<file path="src/hdl/kls_pkg.sv">
package kls_pkg;

    localparam int COUNT_WIDTH_DEF = 16;
    localparam int OUT_COUNT_W     = 16;

    // Byte codes
    localparam logic [7:0] CH_NL    = 8'h0A;
    localparam logic [7:0] CH_HASH  = 8'h23;
    localparam logic [7:0] CH_LBRK  = 8'h5B;
    localparam logic [7:0] CH_RBRK  = 8'h5D;
    localparam logic [7:0] CH_EQ    = 8'h3D;
    localparam logic [7:0] CH_DASH  = 8'h2D;
    localparam logic [7:0] CH_AT    = 8'h40;
    localparam logic [7:0] CH_DOT   = 8'h2E;
    localparam logic [7:0] CH_UNDER = 8'h5F;

    // Byte roles
    localparam logic [2:0] ROLE_SKIP   = 3'd0;
    localparam logic [2:0] ROLE_GROUP  = 3'd1;
    localparam logic [2:0] ROLE_KEY    = 3'd2;
    localparam logic [2:0] ROLE_LOCALE = 3'd3;
    localparam logic [2:0] ROLE_VALUE  = 3'd4;
    localparam logic [2:0] ROLE_DELIM  = 3'd5;
    localparam logic [2:0] ROLE_EOL    = 3'd6;

    // Line events
    localparam logic [1:0] EV_NONE   = 2'd0;
    localparam logic [1:0] EV_GROUP  = 2'd1;
    localparam logic [1:0] EV_ASSIGN = 2'd2;

    // Error codes
    localparam logic [1:0] ERR_NONE       = 2'd0;
    localparam logic [1:0] ERR_GROUP      = 2'd1;
    localparam logic [1:0] ERR_LOCALE     = 2'd2;
    localparam logic [1:0] ERR_NOT_ASSIGN = 2'd3;

    typedef enum logic [9:0] {
        PH_START      = 10'b00_0000_0001,
        PH_SKIP       = 10'b00_0000_0010,
        PH_GROUP      = 10'b00_0000_0100,
        PH_GROUP_END  = 10'b00_0000_1000,
        PH_KEY        = 10'b00_0001_0000,
        PH_LOCALE     = 10'b00_0010_0000,
        PH_LOCALE_END = 10'b00_0100_0000,
        PH_VALUE      = 10'b00_1000_0000,
        PH_VALUE_LOC  = 10'b01_0000_0000,
        PH_HALT       = 10'b10_0000_0000
    } phase_t;

    // Result of one parser step, handed from the step logic to the top level
    typedef struct packed {
        phase_t     phase_next;
        logic       nonempty_next;
        logic       line_inc;
        logic       item_inc;
        logic [2:0] role;
        logic [1:0] line_event;
        logic       has_locale;
        logic [1:0] error_code;
    } step_t;

    function automatic logic is_alnum(input logic [7:0] b);
        return (b >= 8'h30 && b <= 8'h39) || (b >= 8'h41 && b <= 8'h5A) ||
               (b >= 8'h61 && b <= 8'h7A);
    endfunction

    function automatic logic is_key_char(input logic [7:0] b);
        return is_alnum(b) || b == CH_DASH;
    endfunction

    function automatic logic is_locale_char(input logic [7:0] b);
        return is_alnum(b) || b == CH_AT || b == CH_DOT || b == CH_UNDER;
    endfunction

endpackage

</file>
<file path="src/hdl/kls_req_if.sv">
interface kls_req_if;
    logic       valid;
    logic       ready;
    logic [7:0] data_byte;
    logic       last_byte;

    modport source (output valid, output data_byte, output last_byte, input ready);
    modport sink (input valid, input data_byte, input last_byte, output ready);
endinterface

</file>
<file path="src/hdl/kls_res_if.sv">
interface kls_res_if;
    logic        valid;
    logic        ready;
    logic [2:0]  byte_role;
    logic [1:0]  line_event;
    logic        has_locale;
    logic [1:0]  error_code;
    logic [15:0] line_number;
    logic [15:0] item_index;
    logic        file_done;

    modport source (
        output valid, output byte_role, output line_event, output has_locale,
        output error_code, output line_number, output item_index, output file_done,
        input ready
    );
    modport sink (
        input valid, input byte_role, input line_event, input has_locale,
        input error_code, input line_number, input item_index, input file_done,
        output ready
    );
endinterface

</file>
<file path="src/hdl/kls_step.sv">
module kls_step (
    input  kls_pkg::phase_t phase,
    input  logic            field_nonempty,
    input  logic [7:0]      data_byte,
    input  logic            last_byte,
    output kls_pkg::step_t  step
);
    import kls_pkg::*;

    logic nl;

    assign nl = (data_byte == CH_NL);

    always_comb
    begin
        step               = '0;
        step.phase_next    = phase;
        step.nonempty_next = field_nonempty;
        step.role          = ROLE_SKIP;
        step.line_event    = EV_NONE;
        step.error_code    = ERR_NONE;

        if (phase != PH_HALT)
        begin
            unique case (phase)
                PH_START:
                begin
                    if (nl)
                        step.role = ROLE_EOL;
                    else if (data_byte == CH_HASH)
                        step.phase_next = PH_SKIP;
                    else if (data_byte == CH_LBRK)
                    begin
                        step.role       = ROLE_DELIM;
                        step.phase_next = PH_GROUP;
                    end
                    else if (is_key_char(data_byte))
                    begin
                        step.role       = ROLE_KEY;
                        step.phase_next = PH_KEY;
                    end
                    else
                        step.error_code = ERR_NOT_ASSIGN;
                end
                PH_SKIP:
                begin
                    step.role = nl ? ROLE_EOL : ROLE_SKIP;
                end
                PH_GROUP:
                begin
                    if (nl)
                        step.error_code = ERR_GROUP;
                    else if (data_byte == CH_RBRK)
                    begin
                        step.role       = ROLE_DELIM;
                        step.phase_next = PH_GROUP_END;
                    end
                    else
                        step.role = ROLE_GROUP;
                end
                PH_GROUP_END:
                begin
                    if (nl)
                    begin
                        step.role       = ROLE_EOL;
                        step.line_event = EV_GROUP;
                    end
                    else
                        step.error_code = ERR_GROUP;
                end
                PH_KEY:
                begin
                    if (is_key_char(data_byte))
                        step.role = ROLE_KEY;
                    else if (data_byte == CH_LBRK)
                    begin
                        step.role          = ROLE_DELIM;
                        step.nonempty_next = 1'b0;
                        step.phase_next    = PH_LOCALE;
                    end
                    else if (data_byte == CH_EQ)
                    begin
                        step.role       = ROLE_DELIM;
                        step.phase_next = PH_VALUE;
                    end
                    else
                        step.error_code = ERR_NOT_ASSIGN;
                end
                PH_LOCALE:
                begin
                    if (is_locale_char(data_byte))
                    begin
                        step.role          = ROLE_LOCALE;
                        step.nonempty_next = 1'b1;
                    end
                    else if (data_byte == CH_RBRK && field_nonempty)
                    begin
                        step.role       = ROLE_DELIM;
                        step.phase_next = PH_LOCALE_END;
                    end
                    else
                        step.error_code = ERR_LOCALE;
                end
                PH_LOCALE_END:
                begin
                    if (data_byte == CH_EQ)
                    begin
                        step.role       = ROLE_DELIM;
                        step.phase_next = PH_VALUE_LOC;
                    end
                    else
                        step.error_code = ERR_LOCALE;
                end
                PH_VALUE, PH_VALUE_LOC:
                begin
                    if (nl)
                    begin
                        step.role       = ROLE_EOL;
                        step.line_event = EV_ASSIGN;
                        step.has_locale = (phase == PH_VALUE_LOC);
                    end
                    else
                        step.role = ROLE_VALUE;
                end
                default:
                    step.error_code = ERR_NOT_ASSIGN;
            endcase

            // Close an unterminated final line as a newline would
            if (step.error_code == ERR_NONE && !nl && last_byte)
            begin
                unique case (step.phase_next)
                    PH_GROUP:      step.error_code = ERR_GROUP;
                    PH_GROUP_END:  step.line_event = EV_GROUP;
                    PH_KEY:        step.error_code = ERR_NOT_ASSIGN;
                    PH_LOCALE,
                    PH_LOCALE_END: step.error_code = ERR_LOCALE;
                    PH_VALUE:      step.line_event = EV_ASSIGN;
                    PH_VALUE_LOC:
                    begin
                        step.line_event = EV_ASSIGN;
                        step.has_locale = 1'b1;
                    end
                    default: ;
                endcase
            end

            if (step.error_code != ERR_NONE)
            begin
                step.role       = ROLE_SKIP;
                step.line_event = EV_NONE;
                step.has_locale = 1'b0;
                step.phase_next = PH_HALT;
            end
            else
            begin
                step.item_inc = (step.line_event == EV_ASSIGN);
                step.line_inc = nl;
                if (nl)
                begin
                    step.phase_next    = PH_START;
                    step.nonempty_next = 1'b0;
                end
            end
        end
    end

endmodule

</file>
<file path="src/hdl/keyfile_line_syntax_parser_top.sv">
// Key file line checker: takes one file byte per request on req and returns one
// classified result per byte on res (role, line event, locale flag, error code,
// line number, item index, end-of-file flag). Throughput is one byte per clock
// while res takes results: each byte passes through combinational phase logic
// into the result register, so its result is on res in the cycle after it is
// taken; a new request is taken whenever the result register is empty or drains
// in the same cycle. The first syntax error halts parsing until the byte marked
// last_byte; after that byte all state returns to its reset values for the next
// file. Line and item counters are COUNT_WIDTH bits and saturate (low 16 bits on res).
module keyfile_line_syntax_parser_top #(
    parameter int COUNT_WIDTH = kls_pkg::COUNT_WIDTH_DEF
) (
    input logic       clk,
    input logic       rst_n,
    kls_req_if.sink   req,
    kls_res_if.source res
);
    import kls_pkg::*;

    phase_t                 phase_reg;
    logic                   nonempty_reg;
    logic [COUNT_WIDTH-1:0] line_reg;
    logic [COUNT_WIDTH-1:0] item_reg;

    logic                   out_valid_reg;
    logic [2:0]             role_reg;
    logic [1:0]             event_reg;
    logic                   locale_reg;
    logic [1:0]             error_reg;
    logic [15:0]            line_out_reg;
    logic [15:0]            item_out_reg;
    logic                   done_reg;

    logic                   accept;
    step_t                  step;
    logic [31:0]            line_wide;
    logic [31:0]            item_wide;
    logic [COUNT_WIDTH-1:0] line_next;
    logic [COUNT_WIDTH-1:0] item_next;

    // Take a request when the result slot is free or drains this cycle
    assign req.ready = !out_valid_reg || res.ready;
    assign accept    = req.valid && req.ready;

    kls_step u_step (
        .phase          (phase_reg),
        .field_nonempty (nonempty_reg),
        .data_byte      (req.data_byte),
        .last_byte      (req.last_byte),
        .step           (step)
    );

    // Saturating counter advance
    assign line_next = (step.line_inc && line_reg != '1) ? line_reg + 1'b1 : line_reg;
    assign item_next = (step.item_inc && item_reg != '1) ? item_reg + 1'b1 : item_reg;

    // Widen before slicing so any COUNT_WIDTH in range maps onto 16 output bits
    assign line_wide = 32'(line_reg);
    assign item_wide = 32'(item_reg);

    always_ff @(posedge clk or negedge rst_n)
    begin
        if (!rst_n)
        begin
            phase_reg     <= PH_START;
            nonempty_reg  <= 1'b0;
            line_reg      <= COUNT_WIDTH'(1);
            item_reg      <= '0;
            out_valid_reg <= 1'b0;
        end
        else
        begin
            if (accept)
            begin
                // End of file: return to reset values for the next file
                if (req.last_byte)
                begin
                    phase_reg    <= PH_START;
                    nonempty_reg <= 1'b0;
                    line_reg     <= COUNT_WIDTH'(1);
                    item_reg     <= '0;
                end
                else
                begin
                    phase_reg    <= step.phase_next;
                    nonempty_reg <= step.nonempty_next;
                    line_reg     <= line_next;
                    item_reg     <= item_next;
                end
                out_valid_reg <= 1'b1;
            end
            else if (res.ready)
            begin
                out_valid_reg <= 1'b0;
            end
        end
    end

    // Result payload: load on accept, hold while stalled
    always_ff @(posedge clk)
    begin
        if (accept)
        begin
            role_reg     <= step.role;
            event_reg    <= step.line_event;
            locale_reg   <= step.has_locale;
            error_reg    <= step.error_code;
            line_out_reg <= line_wide[OUT_COUNT_W-1:0];
            item_out_reg <= item_wide[OUT_COUNT_W-1:0];
            done_reg     <= req.last_byte;
        end
    end

    assign res.valid       = out_valid_reg;
    assign res.byte_role   = role_reg;
    assign res.line_event  = event_reg;
    assign res.has_locale  = locale_reg;
    assign res.error_code  = error_reg;
    assign res.line_number = line_out_reg;
    assign res.item_index  = item_out_reg;
    assign res.file_done   = done_reg;

endmodule
</file>
<file path="src/flat_wrapper.sv">
// flat-port wrapper written by rule: the top's interface ports become plain ports
module keyfile_line_syntax_parser_top_flat import kls_pkg::*;
#(
    parameter int COUNT_WIDTH = kls_pkg::COUNT_WIDTH_DEF
)
  (clk, rst_n, req_valid, req_data_byte, req_last_byte, req_ready, res_valid, res_byte_role, res_line_event, res_has_locale, res_error_code, res_line_number, res_item_index, res_file_done, res_ready);
  kls_req_if req_i ();
  kls_res_if res_i ();
  input logic clk;
  input logic rst_n;
  input wire logic [$bits(req_i.valid)-1:0] req_valid;
  input wire logic [$bits(req_i.data_byte)-1:0] req_data_byte;
  input wire logic [$bits(req_i.last_byte)-1:0] req_last_byte;
  output wire logic [$bits(req_i.ready)-1:0] req_ready;
  output wire logic [$bits(res_i.valid)-1:0] res_valid;
  output wire logic [$bits(res_i.byte_role)-1:0] res_byte_role;
  output wire logic [$bits(res_i.line_event)-1:0] res_line_event;
  output wire logic [$bits(res_i.has_locale)-1:0] res_has_locale;
  output wire logic [$bits(res_i.error_code)-1:0] res_error_code;
  output wire logic [$bits(res_i.line_number)-1:0] res_line_number;
  output wire logic [$bits(res_i.item_index)-1:0] res_item_index;
  output wire logic [$bits(res_i.file_done)-1:0] res_file_done;
  input wire logic [$bits(res_i.ready)-1:0] res_ready;
  assign req_i.valid = req_valid;
  assign req_i.data_byte = req_data_byte;
  assign req_i.last_byte = req_last_byte;
  assign req_ready = req_i.ready;
  assign res_valid = res_i.valid;
  assign res_byte_role = res_i.byte_role;
  assign res_line_event = res_i.line_event;
  assign res_has_locale = res_i.has_locale;
  assign res_error_code = res_i.error_code;
  assign res_line_number = res_i.line_number;
  assign res_item_index = res_i.item_index;
  assign res_file_done = res_i.file_done;
  assign res_i.ready = res_ready;
  keyfile_line_syntax_parser_top #(.COUNT_WIDTH(COUNT_WIDTH)) u_core (.clk(clk), .rst_n(rst_n), .req(req_i), .res(res_i));
endmodule
</file>
<file path="config.mk">
export PLATFORM = sky130hd
export DESIGN_NAME = keyfile_line_syntax_parser_top_flat
export DESIGN_NICKNAME = d
export VERILOG_FILES = /design/src/hdl/kls_pkg.sv /design/src/hdl/kls_req_if.sv /design/src/hdl/kls_res_if.sv /design/src/hdl/kls_step.sv /design/src/hdl/keyfile_line_syntax_parser_top.sv /design/src/flat_wrapper.sv
export SDC_FILE = /design/constraint.sdc
export NUM_CORES = 1
export LEC_CHECK = 0
export BUFFER_PORTS_ARGS = -buffer_cell sky130_fd_sc_hd__buf_2
export CAP_MARGIN = 30
export CORE_MARGIN = 3
export CORE_UTILIZATION = 55
export CTS_BUF_LIST = sky130_fd_sc_hd__clkbuf_4 sky130_fd_sc_hd__clkbuf_8
export DETAILED_ROUTE_END_ITERATION = 8
export PLACE_DENSITY = 0.8
export SYNTH_ARGS = -nofsm -noshare
export SYNTH_HDL_FRONTEND = slang
export SYNTH_SLANG_ARGS = --single-unit
</file>
<file path="constraint.sdc">
create_clock -name clk -period 4 [get_ports clk]
set_clock_uncertainty 0.15 [all_clocks]
set_input_delay 0.4 -clock clk [delete_from_list [all_inputs] [get_ports clk]]
set_output_delay 0.4 -clock clk [all_outputs]
set_load 0.02 [all_outputs]
</file>
# Yosys cells after proc, flatten, opt, wreduce, memory -nomap -nowiden

Cells that the tools add are included.

Eq/ne operators: 29
Bitwise operators: 1
$mul: 0
Magnitude comparators: 6
Divide/modulo/power cells: 0
Shift operators: 0
Mux-type cells: 67
Add/subtract/negate cells: 2
Reduce and logical (&&, ||, !) cells: 32

Operator list:

| operator              | number |
|---|---|
| $mux 10               | 14 |
| $mux 16               | 4 |
| $pmux 10 s5           | 1 |
| $mux 3                | 13 |
| $add 16x1->16 const B | 2 |
| $eq 8x6->1 const B    | 4 |
| $eq 8x7->1 const B    | 4 |
| $ne 16x16->1 const B  | 2 |
| $mux 2                | 13 |
| $pmux 3 s8            | 1 |
| $mux 11               | 2 |
| $mux 21               | 1 |
| $eq 10x3->1 const B   | 2 |
| $eq 10x4->1 const B   | 2 |
| $eq 10x5->1 const B   | 2 |
| $eq 10x6->1 const B   | 2 |
| $eq 10x7->1 const B   | 2 |
| $eq 10x8->1 const B   | 2 |
| $eq 10x9->1 const B   | 2 |
| $ge 8x7->1 const B    | 2 |
| $le 8x7->1 const B    | 2 |
| $mux 5                | 3 |
| $pmux 2 s7            | 1 |
| $eq 10x1->1 const B   | 1 |
| other kinds (20)      | 53 |

Memory bits (writable): 0
Register bits: 85
Latch bits: 0
Word-level logic and storage cells: 149
Bits in read-only memories: 0
Memories kept: 0

# Logic depth before layout (Yosys ltp)

Gate-level depths: netlist of the first run.

Depth after elaboration: 22
Mapped depth: 12
Mapped depth without buffers: 8

# Modules after synthesis

A second synthesis of the first run with hierarchy kept.

Cells, all modules: 511
Area total of the unflattened synthesis: 5013.6 um^2

By module, submodules not included:

| module                         | sequential area each (um^2) | instances | area each (um^2) | cells an instance |
|---|---|---|---|---|
| keyfile_line_syntax_parser_top | 2334.7                      | 1         | 3799.9           | 331 |
| kls_step                       | 0.0                         | 1         | 1213.7           | 180 |

# Worst setup path before layout of the first run

No wires, ideal clock.

Path type: flip-flop to flip-flop
Start point: reg u_core.out_valid_reg (netlist: u_core.res.valid)
End point: reg u_core.line_reg[11]
Path buffers: 1
Cell stages (with the launch flop): 10
Data arrival time: 3.058 ns
Data required time: 3.784 ns
Path slack: 0.726 ns
Clock period less this slack: 3.274 ns
Cell sequence: dfrtp_1 -> nand2b_1 -> nand2_1 -> inv_1 -> nand2_1 -> a31oi_1 -> nand3_2 -> buf_6 -> or4_1 -> nand2_1

Word-level cells in the longest chain between the ends: 4

Ends and longest elaborated chain:

| element                           | RTL line                             | RTL |
|---|---|---|
| from (decl)                       | keyfile_line_syntax_parser_top.sv:25 | `logic out_valid_reg;` |
| from (signal assigned)            | keyfile_line_syntax_parser_top.sv:69 | `out_valid_reg <= 1'b0;` |
| from (signal assigned)            | keyfile_line_syntax_parser_top.sv:90 | `out_valid_reg <= 1'b1;` |
| from (signal assigned)            | keyfile_line_syntax_parser_top.sv:94 | `out_valid_reg <= 1'b0;` |
| $logic_not 1->1                   | keyfile_line_syntax_parser_top.sv:42 | `assign req.ready = !out_valid_reg \|\| res.ready;` |
| $logic_or 1x1->1                  | keyfile_line_syntax_parser_top.sv:42 |  |
| via req_ready                     | flat_wrapper.sv:14                   | `output wire logic [$bits(req_i.ready)-1:0] req_ready;` |
| $logic_and 1x1->1                 | keyfile_line_syntax_parser_top.sv:43 | `assign accept = req.valid && req.ready;` |
| via u_core.accept                 | keyfile_line_syntax_parser_top.sv:34 | `logic accept;` |
| $reduce_and 2->1 (no source line) | --                                   |  |
| to (signal assigned)              | keyfile_line_syntax_parser_top.sv:87 | `line_reg <= line_next;` |
| to (decl)                         | keyfile_line_syntax_parser_top.sv:22 | `logic [COUNT_WIDTH-1:0] line_reg;` |

The timed path passes the listed nets, and every way through them passes these cells.
A chain may end at the register's enable or synchronous reset.

# Worst setup path after layout of the first run

Start point: reg u_core.phase_reg[1]
End point: reg u_core.line_reg[3]

Word-level cells in the longest chain between the ends: 17
Elaborated cells between the ends (all ways): 44

Ends and longest elaborated chain:

| element                                    | RTL line                             | RTL |
|---|---|---|
| from (decl)                                | keyfile_line_syntax_parser_top.sv:20 | `phase_t phase_reg;` |
| from (signal assigned)                     | keyfile_line_syntax_parser_top.sv:85 | `phase_reg <= step.phase_next;` |
| $mux 10                                    | kls_step.sv:37                       | `else if (is_key_char(data_byte))` |
| $mux 10                                    | kls_step.sv:32                       | `else if (data_byte == CH_LBRK)` |
| $mux 10                                    | kls_step.sv:30                       | `else if (data_byte == CH_HASH)` |
| $mux 10                                    | kls_step.sv:28                       | `if (nl)` |
| $pmux 10 s5                                | kls_step.sv:25                       | `unique case (phase)` |
| $mux 10                                    | kls_step.sv:23                       | `if (phase != PH_HALT)` |
| $eq 10x6->1 or $eq 10x7->1 (tied branches) | kls_step.sv:132                      | `unique case (step.phase_next)` |
| $reduce_or 2->1                            | kls_step.sv:132                      |  |
| $pmux 2 s3                                 | kls_step.sv:132                      |  |
| $mux 5                                     | kls_step.sv:130                      | `if (step.error_code == ERR_NONE && !nl && last_byte)` |
| $mux 5                                     | kls_step.sv:23                       |  |
| $reduce_bool 2->1                          | kls_step.sv:148                      | `if (step.error_code != ERR_NONE)` |
| $mux 3                                     | kls_step.sv:148                      |  |
| $mux 21 (*)                                | kls_step.sv:23                       |  |
| $logic_and 1x1->1 (*)                      | keyfile_line_syntax_parser_top.sv:54 | `assign line_next = (step.line_inc && line_reg != '1) ? line_reg + 1'b1 : line_reg;` |
| $reduce_bool 2->1 (no source line) (*)     | --                                   |  |
| $reduce_and 2->1 (no source line) (*)      | --                                   |  |

Mark *: on every way between the ends. The rest lies on a longest branch, timed or not. The select of a mux whose other input is x is not followed.

==> results of run 1 <==
cell usage after synthesis, types with 5 or more instances:
master    number  share of area [%]
nand3_1       27                3.1
inv_1          9               0.77
nand4_1        9                1.3
nor4_1         6               0.86
nand2b_1       5               0.72
edfxtp_1      41                 28
and2_1         6               0.86
nor3_1         6               0.69
or4_1          5               0.86
clkbuf_1      10               0.86
nand4b_1       5                1.0
and3_1        12                1.7
xnor2_1        6                1.2
nor2_1        18                1.5
nand2_1       38                3.3
o21ai_0       29                3.3
dfrtp_1       42                 24
or3_1         18                2.6
a21oi_1       34                3.9
per-stage QoR:
step	hold WS, ns	util, %	cells	total power (W)	setup WS (ns)
finish	0.117	65.8	572	0.00205	0.470
global placement	0.315	62.5	554	0.00140	0.660
floorplan	-0.0456	-	415	0.00131	0.726
CTS	0.104	65.8	572	0.00206	0.515
global route	0.127	65.8	572	0.00215	0.262
detailed placement	0.110	62.8	555	0.00142	0.508
metal layers:
metal / global-route usage [%] / vias up / share of wire [%]
li1: - / 1695 / -
met1: 30.8 / 1722 / 44
met2: 35.0 / 154 / 47
met3: 6.16 / 20 / 7.9
met4: 8.29 / 0 / 1.9
met5: 0 / - / 0
kinds of logic after synthesis:
| group | count (synthesis) | synth area share (%) |
|---|---|---|
| AOI/OAI and AO/OA | 103 | 14.9 |
| xor gates and xnor gates | 9 | 1.81 |
| adders and majority gates | 2 | 0.574 |
| buffers and inverters | 26 | 2.98 |
| DFF | 85 | 53.5 |
| muxes | 3 | 0.717 |
| and+or+nand+nor | 187 | 25.5 |
worst paths after layout:
| kind | start | end | slack, ns | depth (start not counted) |
|---|---|---|---|---|
| max | u_core.phase_reg[1] | u_core.line_reg[3] | 0.47 | 8 |
| min reg2reg | u_core.line_reg[12] | u_core.res.line_number[12] | 0.33 | 0 |
| max in group asynchronous | rst_n | u_core.phase_reg[0] | 2.91 | 3 |
| min | req_valid | u_core.res.valid | 0.12 | 2 |
| min in group asynchronous | rst_n | u_core.phase_reg[5] | 0.23 | 2 |
| max reg2reg | u_core.phase_reg[1] | u_core.line_reg[3] | 0.47 | 8 |
cell type report:
class | count | share of cell area [%]
clock inverters | 7 | 1.88
well taps | 99 | 2.51
flip-flops and latches | 85 | 47.4
repair buffers | 59 | 6.50
inverters | 9 | 0.686
multi-input cells | 304 | 38.5
clock buffers | 9 | 2.51
report_power, final:
group / switching, W / internal (W) / total (W)
sequential: 0.0000520 / 0.000982 / 0.00103
combinational: 0.000238 / 0.000132 / 0.000370
clock: 0.000344 / 0.000304 / 0.000648
==> reports/results.txt, run 1 <==
outcome - complete, no violations
Die X - 95.1 µm
Register Area - 2330 µm²
Root Driver - clkbuf_8
cts hold-fix bufs - 1
worst path bufs/invs - 0
kind of critical path - register to register
Crit path top cell by count - nand3_2
largest net degree at the start of global routing - 46
DRC viols - 0
Layout area overhead - 12.9%
worst hold path type - input pin to register
critical path arrival - 3.65 ns
Layout Nets - 483
iteration count of the initial detailed-routing pass - 5
Worst Tran Pin Value - 1.01 ns
final hold vios - 0
period utilisation layout - 88.3%
WP data required - 4.12 ns
leakage power - 1.95 nW
cell count after synthesis - 415
final setup vio count - 0
MaxCap Viol Count - 0
cell family with the largest share of critical-path delay - simple AND/OR/NAND/NOR gates
footprint of the multi-input gates - 1900 µm²
Final Instance Area - 4930 µm²
Primary FF master, synth - dfrtp_1
number of global-route vias before repair - 3,225
Yosys warning count - 0
htree depth - 3
worst vdd ir - 208 µV
unrepaired setup endpoints after global routing - no
Die Span Y - 95.1 µm
initial antenna violation count - 0
share of cells above drive strength 1 - 20.1%
Yosys reg bits - 85
Initial DRC Count - 355
commonest non-fill, non-tap cell in the layout - buf_2
Post-Synthesis Cell Area - 4360 µm²
routed wire length - 9760 µm
setup_tns - 0 ns
CTS sink cnt - 85
DRT antenna net count - 0
# Post-CTS Setup Buffers - 0
# diodes - 0
first-pass GRT wire length - 15,600 µm
cts bufs inserted - 9
slew margin rel. - 32.7%
Mapped Nets - 430
Post-synth ARST share - 51.8%
Ports - 56
slowest CP cell - or4_1
Starting Density - 58.3%
CTS max path bufs - 2
placed cell areas - 4700 µm²
Routed wire per std cell - 17.1 µm
Post-synth EDFFs - 41
routed vias/inst - 6.28
grt ovf - 0
DIE AREA - 9030 µm²
Avg Cell Area, Syn - 10.5 µm²
fillers - 572
global placer's final weighted congestion - 1.02
post-synthesis sequential area ratio - 53.5%
vias post-DR - 3,591
maximum clock frequency - 283 MHz
synth unique cells - 69
max incr delay on CP - 0.70 ns
crit-path max FO - 20
FP Rows - 31
Tmin final - 3.53 ns
cells along the critical path - or4_1 > nor4_4 > a311oi_2 > nand3_2 > and4_1 > nand3_2 > or3_1 > a21oi_1
port bufs - 55
Startpoint Class - register
clk slew on worst S/H paths - 0.10 ns
post-DP HPWL - 6910 µm
core area - 7490 µm²
Slew Viols, Final - 0
All-Layer GR Usage - 22.6%
most frequent cells in the layout - buf_2 (55), dfrtp_1 (42), edfxtp_1 (41), nand2_1 (38), a21oi_1 (34)
CTS tree - yes
Crit. End Element - register
CTS resizes - 0
power per cell area - 417 nW/µm²
worst skew pair latency - 0.37 ns
Note: power is estimated with default switching activity, not from simulation.
==> run 2: changes to the inputs <==
CORE_UTILIZATION = 54   (was 55)
PLACE_DENSITY = 0.82   (was 0.8)
TNS_END_PERCENT = 100   (was unset)
clock period = 2.97 ns   (was 4 ns; I/O delays follow)
==> run 2 against run 1 <==
Combinational power grew 98%; sequential cell count is the same; final cell count grew 14%; worst setup slack lost 0.42 ns; design area grew 15%; clock-buffer cell count is the same; critical path depth grew 1; power grew 45%; first-iteration DRC count shrank 25%; clock power grew 33%; core utilization grew 7.2 points; via count grew 11%.
==> reports/results.txt, run 2 (same netlist as run 1, synthesis figures left out) <==
worst reg2reg setup slack - 0.05 ns
DRC viols - 0
post-DP HPWL - 8400 µm
iteration count of the initial detailed-routing pass - 5
crit-path max FO - 8
All-Layer GR Usage - 26.5%
largest net degree at the start of global routing - 29
final std cells w/o fill - 654
most frequent cells in the layout - buf_4 (78), buf_2 (55), dfrtp_1 (41), edfxtp_1 (41), nand2_1 (37)
GR Util met3 - 4.85%
Seq pwr share - 46.4%
Final Core Density - 73.0%
worst skew pair latency - 0.36 ns
Crit. End Element - register
hold path start - req_valid
maximum clock frequency - 342 MHz
Layout Nets - 562
initial antenna violation count - 0
CTS sink cnt - 85
power share of the combinational group - 24.7%
first-pass GRT wire length - 18,500 µm
setup ws final - 0.0470 ns
placed cell areas - 5240 µm²
final setup vio count - 0
worst hold path type - input pin to register
Root Driver - clkbuf_8
M1 GR Usage - 34.6%
Final Instance Area - 5670 µm²
placed cells - 629
met2 usage - 44.6%
Worst Hold End - u_core.res.valid
Power Internal - 0.00205 W
Die Span Y - 95.9 µm
MaxCap Viol Count - 0
NetSw - 0.000925 W
Sw Share - 31.1%
Setup Slack @ Placement - -0.275 ns
DIE AREA - 9190 µm²
unrepaired setup endpoints after global routing - yes
Initial DRC Count - 266
Clock power frac - 28.9%
number of global-route vias before repair - 3,777
CTS max path bufs - 2
power per cell area - 524 nW/µm²
leakage power - 2.37 nW
setup_tns - 0 ns
clk slew on worst S/H paths - 0.08 ns
vias post-DR - 3,974
share of cells above drive strength 1 - 35.3%
routed wire length - 11,800 µm
WP data required - 2.94 ns
worst vdd ir - 255 µV
core area - 7770 µm²
final hold vios - 0
# diodes - 0
Starting Density - 56.2%
kind of critical path - register to register
Routed wire per std cell - 18.1 µm
outcome - complete, no violations
commonest non-fill, non-tap cell in the layout - buf_4
Layout area overhead - 30.0%
port bufs - 55
Register-to-Register Path Depth - 9
Ports - 56
critical path arrival - 2.89 ns
grt ovf - 0
cts bufs inserted - 9
htree depth - 3
Die X - 95.9 µm
global placer's final weighted congestion - 0.947
routed vias/inst - 6.08
R2R Path End - u_core.res.error_code[1]
Worst Tran Pin Value - 0.967 ns
GRT Max-Usage Layer - met2
Startpoint Class - register
CTS tree - yes
RR Startpoint - u_core.phase_reg[0]
FP Rows - 32
Tmin final - 2.92 ns
period utilisation layout - 98.4%
DRT antenna net count - 0
Slew Viols, Final - 0
worst hold path depth - 2
slew margin rel. - 35.5%
## run 2: changes by cell type in the layout (fill, tap and decap cells not counted), sizes merged
cell      delta
buf         +78
clkinv       -2
clkinvlp     +2
a21o         +1
## run 2: worst max-delay path, stage by stage, from the launching register on
cell,delay (ns)
dfstp_2,0.38
or4_4,0.59
or2_4,0.31
buf_4,0.14
o32a_1,0.34
and4_4,0.17
buf_6,0.14
and4_4,0.15
a21o_1,0.17
and2_1,0.14
## run 2: final cells by class
cell class                      count  area, µm²
Clock buffer                        9        124
Clock inverter                      7       81.3
Fill cell                         606       2100
Inverter                            9       37.5
Multi-Input combinational cell    305       2050
Sequential cell                    85       2340
Tap cell                          102        128
Timing Repair Buffer              137        913
## run 2: timing repair
action / 4_1_cts / 5_1_grt
pin swaps: 7 / 4
hold buffers: 1 / 0
setup endpoints to repair: 37 / 25
hold endpoints to repair: 15 / 0
cloned: 1 / 0
resized for setup: 15 / 17
setup buffers: 3 / 4
## run 2: power by group through the flow
| stage | Sequential (W) | Combinational [W] | Clock [W] |
|---|---|---|---|
| global placement | 0.00140 | 0.000629 | 0 |
| global route | 0.00139 | 0.000793 | 0.000920 |
| finish | 0.00138 | 0.000734 | 0.000859 |
| floorplan | 0.00145 | 0.000315 | 0 |
| detailed placement | 0.00140 | 0.000640 | 0 |
| CTS | 0.00138 | 0.000677 | 0.000870 |
## run 2: how the worst max path moves through the flow
stage	start	endpoint	slack [ns]
floorplan	u_core.phase_reg[2]	u_core.res.error_code[1]	0.01
global placement	req_data_byte[3]	u_core.item_reg[5]	-0.19
detailed placement	req_data_byte[3]	u_core.item_reg[5]	-0.27
CTS	u_core.phase_reg[0]	u_core.res.error_code[1]	0.01
global route	u_core.phase_reg[7]	u_core.item_reg[6]	-0.12
finish	u_core.phase_reg[0]	u_core.res.error_code[1]	0.05
## run 2: per-layer routing
metal	routed length, µm	vias to the layer above
met5	0	-
met3	732	23
met1	4850	1914
met4	180	0
li1	-	1862
met2	6080	175
## run 2: metrics by stage
| stage | hold slack [ns] | total power (W) |
|---|---|---|
| global placement | 0.320 | 0.00202 |
| finish | 0.0432 | 0.00297 |
| detailed placement | 0.121 | 0.00204 |
| CTS | 0.0313 | 0.00293 |
| global route | 0.0535 | 0.00310 |
| floorplan | -0.149 | 0.00176 |
==> run 3: changes to the inputs <==
PLACE_DENSITY = 0.78   (was 0.82)
==> run 3 against run 2 <==
Sequential cell count is the same; the run now ends with setup timing left; worst hold slack worse by 0.017 ns; highest routed layer unchanged; worst setup slack worse by 0.11 ns; sequential power about the same; global-route usage increased by 0.23 points; largest power group unchanged.
==> reports/results.txt, run 3 (same netlist as run 1, synthesis figures left out) <==
fillers - 540
cts bufs inserted - 9
Ports - 56
MaxCap Viol Count - 0
core area - 7770 µm²
global placer's final weighted congestion - 0.966
Root Driver - clkbuf_8
Startpoint Class - register
number of global-route vias before repair - 3,948
Final Core Density - 74.2%
CTS tree - yes
iteration count of the initial detailed-routing pass - 6
DRT antenna net count - 0
worst skew pair latency - 0.36 ns
worst vdd ir - 372 µV
share of cells above drive strength 1 - 37.7%
initial antenna violation count - 0
worst hold path type - input pin to register
crit-path max FO - 10
setup_tns - -0.343 ns
CTS sink cnt - 85
outcome - complete, but fails checks
CTS max path bufs - 2
leakage power - 2.40 nW
kind of critical path - register to register
DIE AREA - 9190 µm²
clk slew on worst S/H paths - 0.10 ns
Layout Nets - 564
Layout area overhead - 32.2%
critical path arrival - 3.18 ns
final std cells w/o fill - 656
Slew Viols, Final - 0
Routed wire per std cell - 17.7 µm
post-DP HPWL - 8130 µm
cells along the critical path - buf_6 > buf_6 > nor4_4 > buf_4 > nand4_1 > o32ai_4 > or4_4 > o22a_4 > nand3_4 > buf_12 > or4_4 > nand2_2
Starting Density - 56.2%
Tmin final - 3.04 ns
setup ws final - -0.0656 ns
htree depth - 3
power per cell area - 505 nW/µm²
commonest non-fill, non-tap cell in the layout - buf_4
# diodes - 0
port bufs - 55
placed cell areas - 5250 µm²
largest net degree at the start of global routing - 46
Die Span Y - 95.9 µm
most frequent cells in the layout - buf_4 (77), buf_2 (55), dfrtp_1 (42), edfxtp_1 (41), nand2_1 (35)
Initial DRC Count - 209
WP data required - 3.11 ns
grt ovf - 0
Final Instance Area - 5770 µm²
period utilisation layout - 102%
routed vias/inst - 6.14
DRC viols - 0
Die X - 95.9 µm
Worst Tran Pin Value - 0.564 ns
first-pass GRT wire length - 19,000 µm
routed wire length - 11,600 µm
total power - 0.00291 W
unrepaired setup endpoints after global routing - yes
FP Rows - 32
slowest CP cell - or4_4
max incr delay on CP - 0.48 ns
Crit. End Element - register
final setup vio count - 14
vias post-DR - 4,026
failing checks - setup timing
maximum clock frequency - 329 MHz
final hold vios - 0
All-Layer GR Usage - 26.7%
placed cells - 629
slew margin rel. - 62.4%
## run 3: metrics by stage
step                hold WS (ns)  worst slack, ns
finish                    0.0262          -0.0656
global placement           0.317           -0.181
floorplan                 -0.149           0.0111
CTS                       0.0332          -0.0170
global route              0.0225           -0.154
detailed placement     0.0000794           -0.197
## run 3: metal layers
metal  up-vias  share of wire [%]  global-route usage [%]
li1       1859                  -                       -
met1      1965                 42                    34.5
met2       182                 51                    45.6
met3        20                5.7                    4.77
met4         0                1.8                    8.53
met5         -                  0                       0
## run 3: cell type report
type / count / area, µm² / area share, %
multi-input combinational: 304 / 2110 / 36.6
sequential: 85 / 2330 / 40.5
tap: 102 / 128 / 2.21
timing repair buffer: 140 / 976 / 16.9
clock inverter: 7 / 57.6 / 0.998
inverter: 9 / 37.5 / 0.651
clock buffer: 9 / 124 / 2.15
## run 3: path summary, 6_finish.rpt
kind | from | to | slack (ns) | depth (start not counted)
setup / recovery | u_core.phase_reg[6] | u_core.line_reg[11] | -0.07 | 12
min in group asynchronous | rst_n | u_core.phase_reg[3] | 0.15 | 2
setup reg to reg | u_core.phase_reg[6] | u_core.line_reg[11] | -0.07 | 12
max in group asynchronous | rst_n | u_core.line_reg[0] | 1.99 | 3
hold / removal | req_valid | u_core.res.valid | 0.03 | 2
hold reg to reg | u_core.item_reg[9] | u_core.res.item_index[9] | 0.36 | 0
## run 3: timing repair
action                                  in CTS  in global routing
endpoints found under the setup margin      37                 42
hold buffers                                 1                  0
resized for setup                           21                 31
buffers inserted                             7                  2
hold endpoints to repair                    43                  0
pin swaps                                   10                 11
gates cloned                                 1                  0
## run 3: critical path, delay by kind of cell (launching register included)
family | cells | cell delay, ns
DFF | 1 | 0.43
buffers and inverters | 4 | 0.62
AOI/OAI and AO/OA | 2 | 0.36
and+or+nand+nor | 6 | 1.40
## run 3: power breakdown
group | switching [W] | internal, W
registers | 0.0000568 | 0.00132
logic | 0.000409 | 0.000351
clock network | 0.000456 | 0.000315
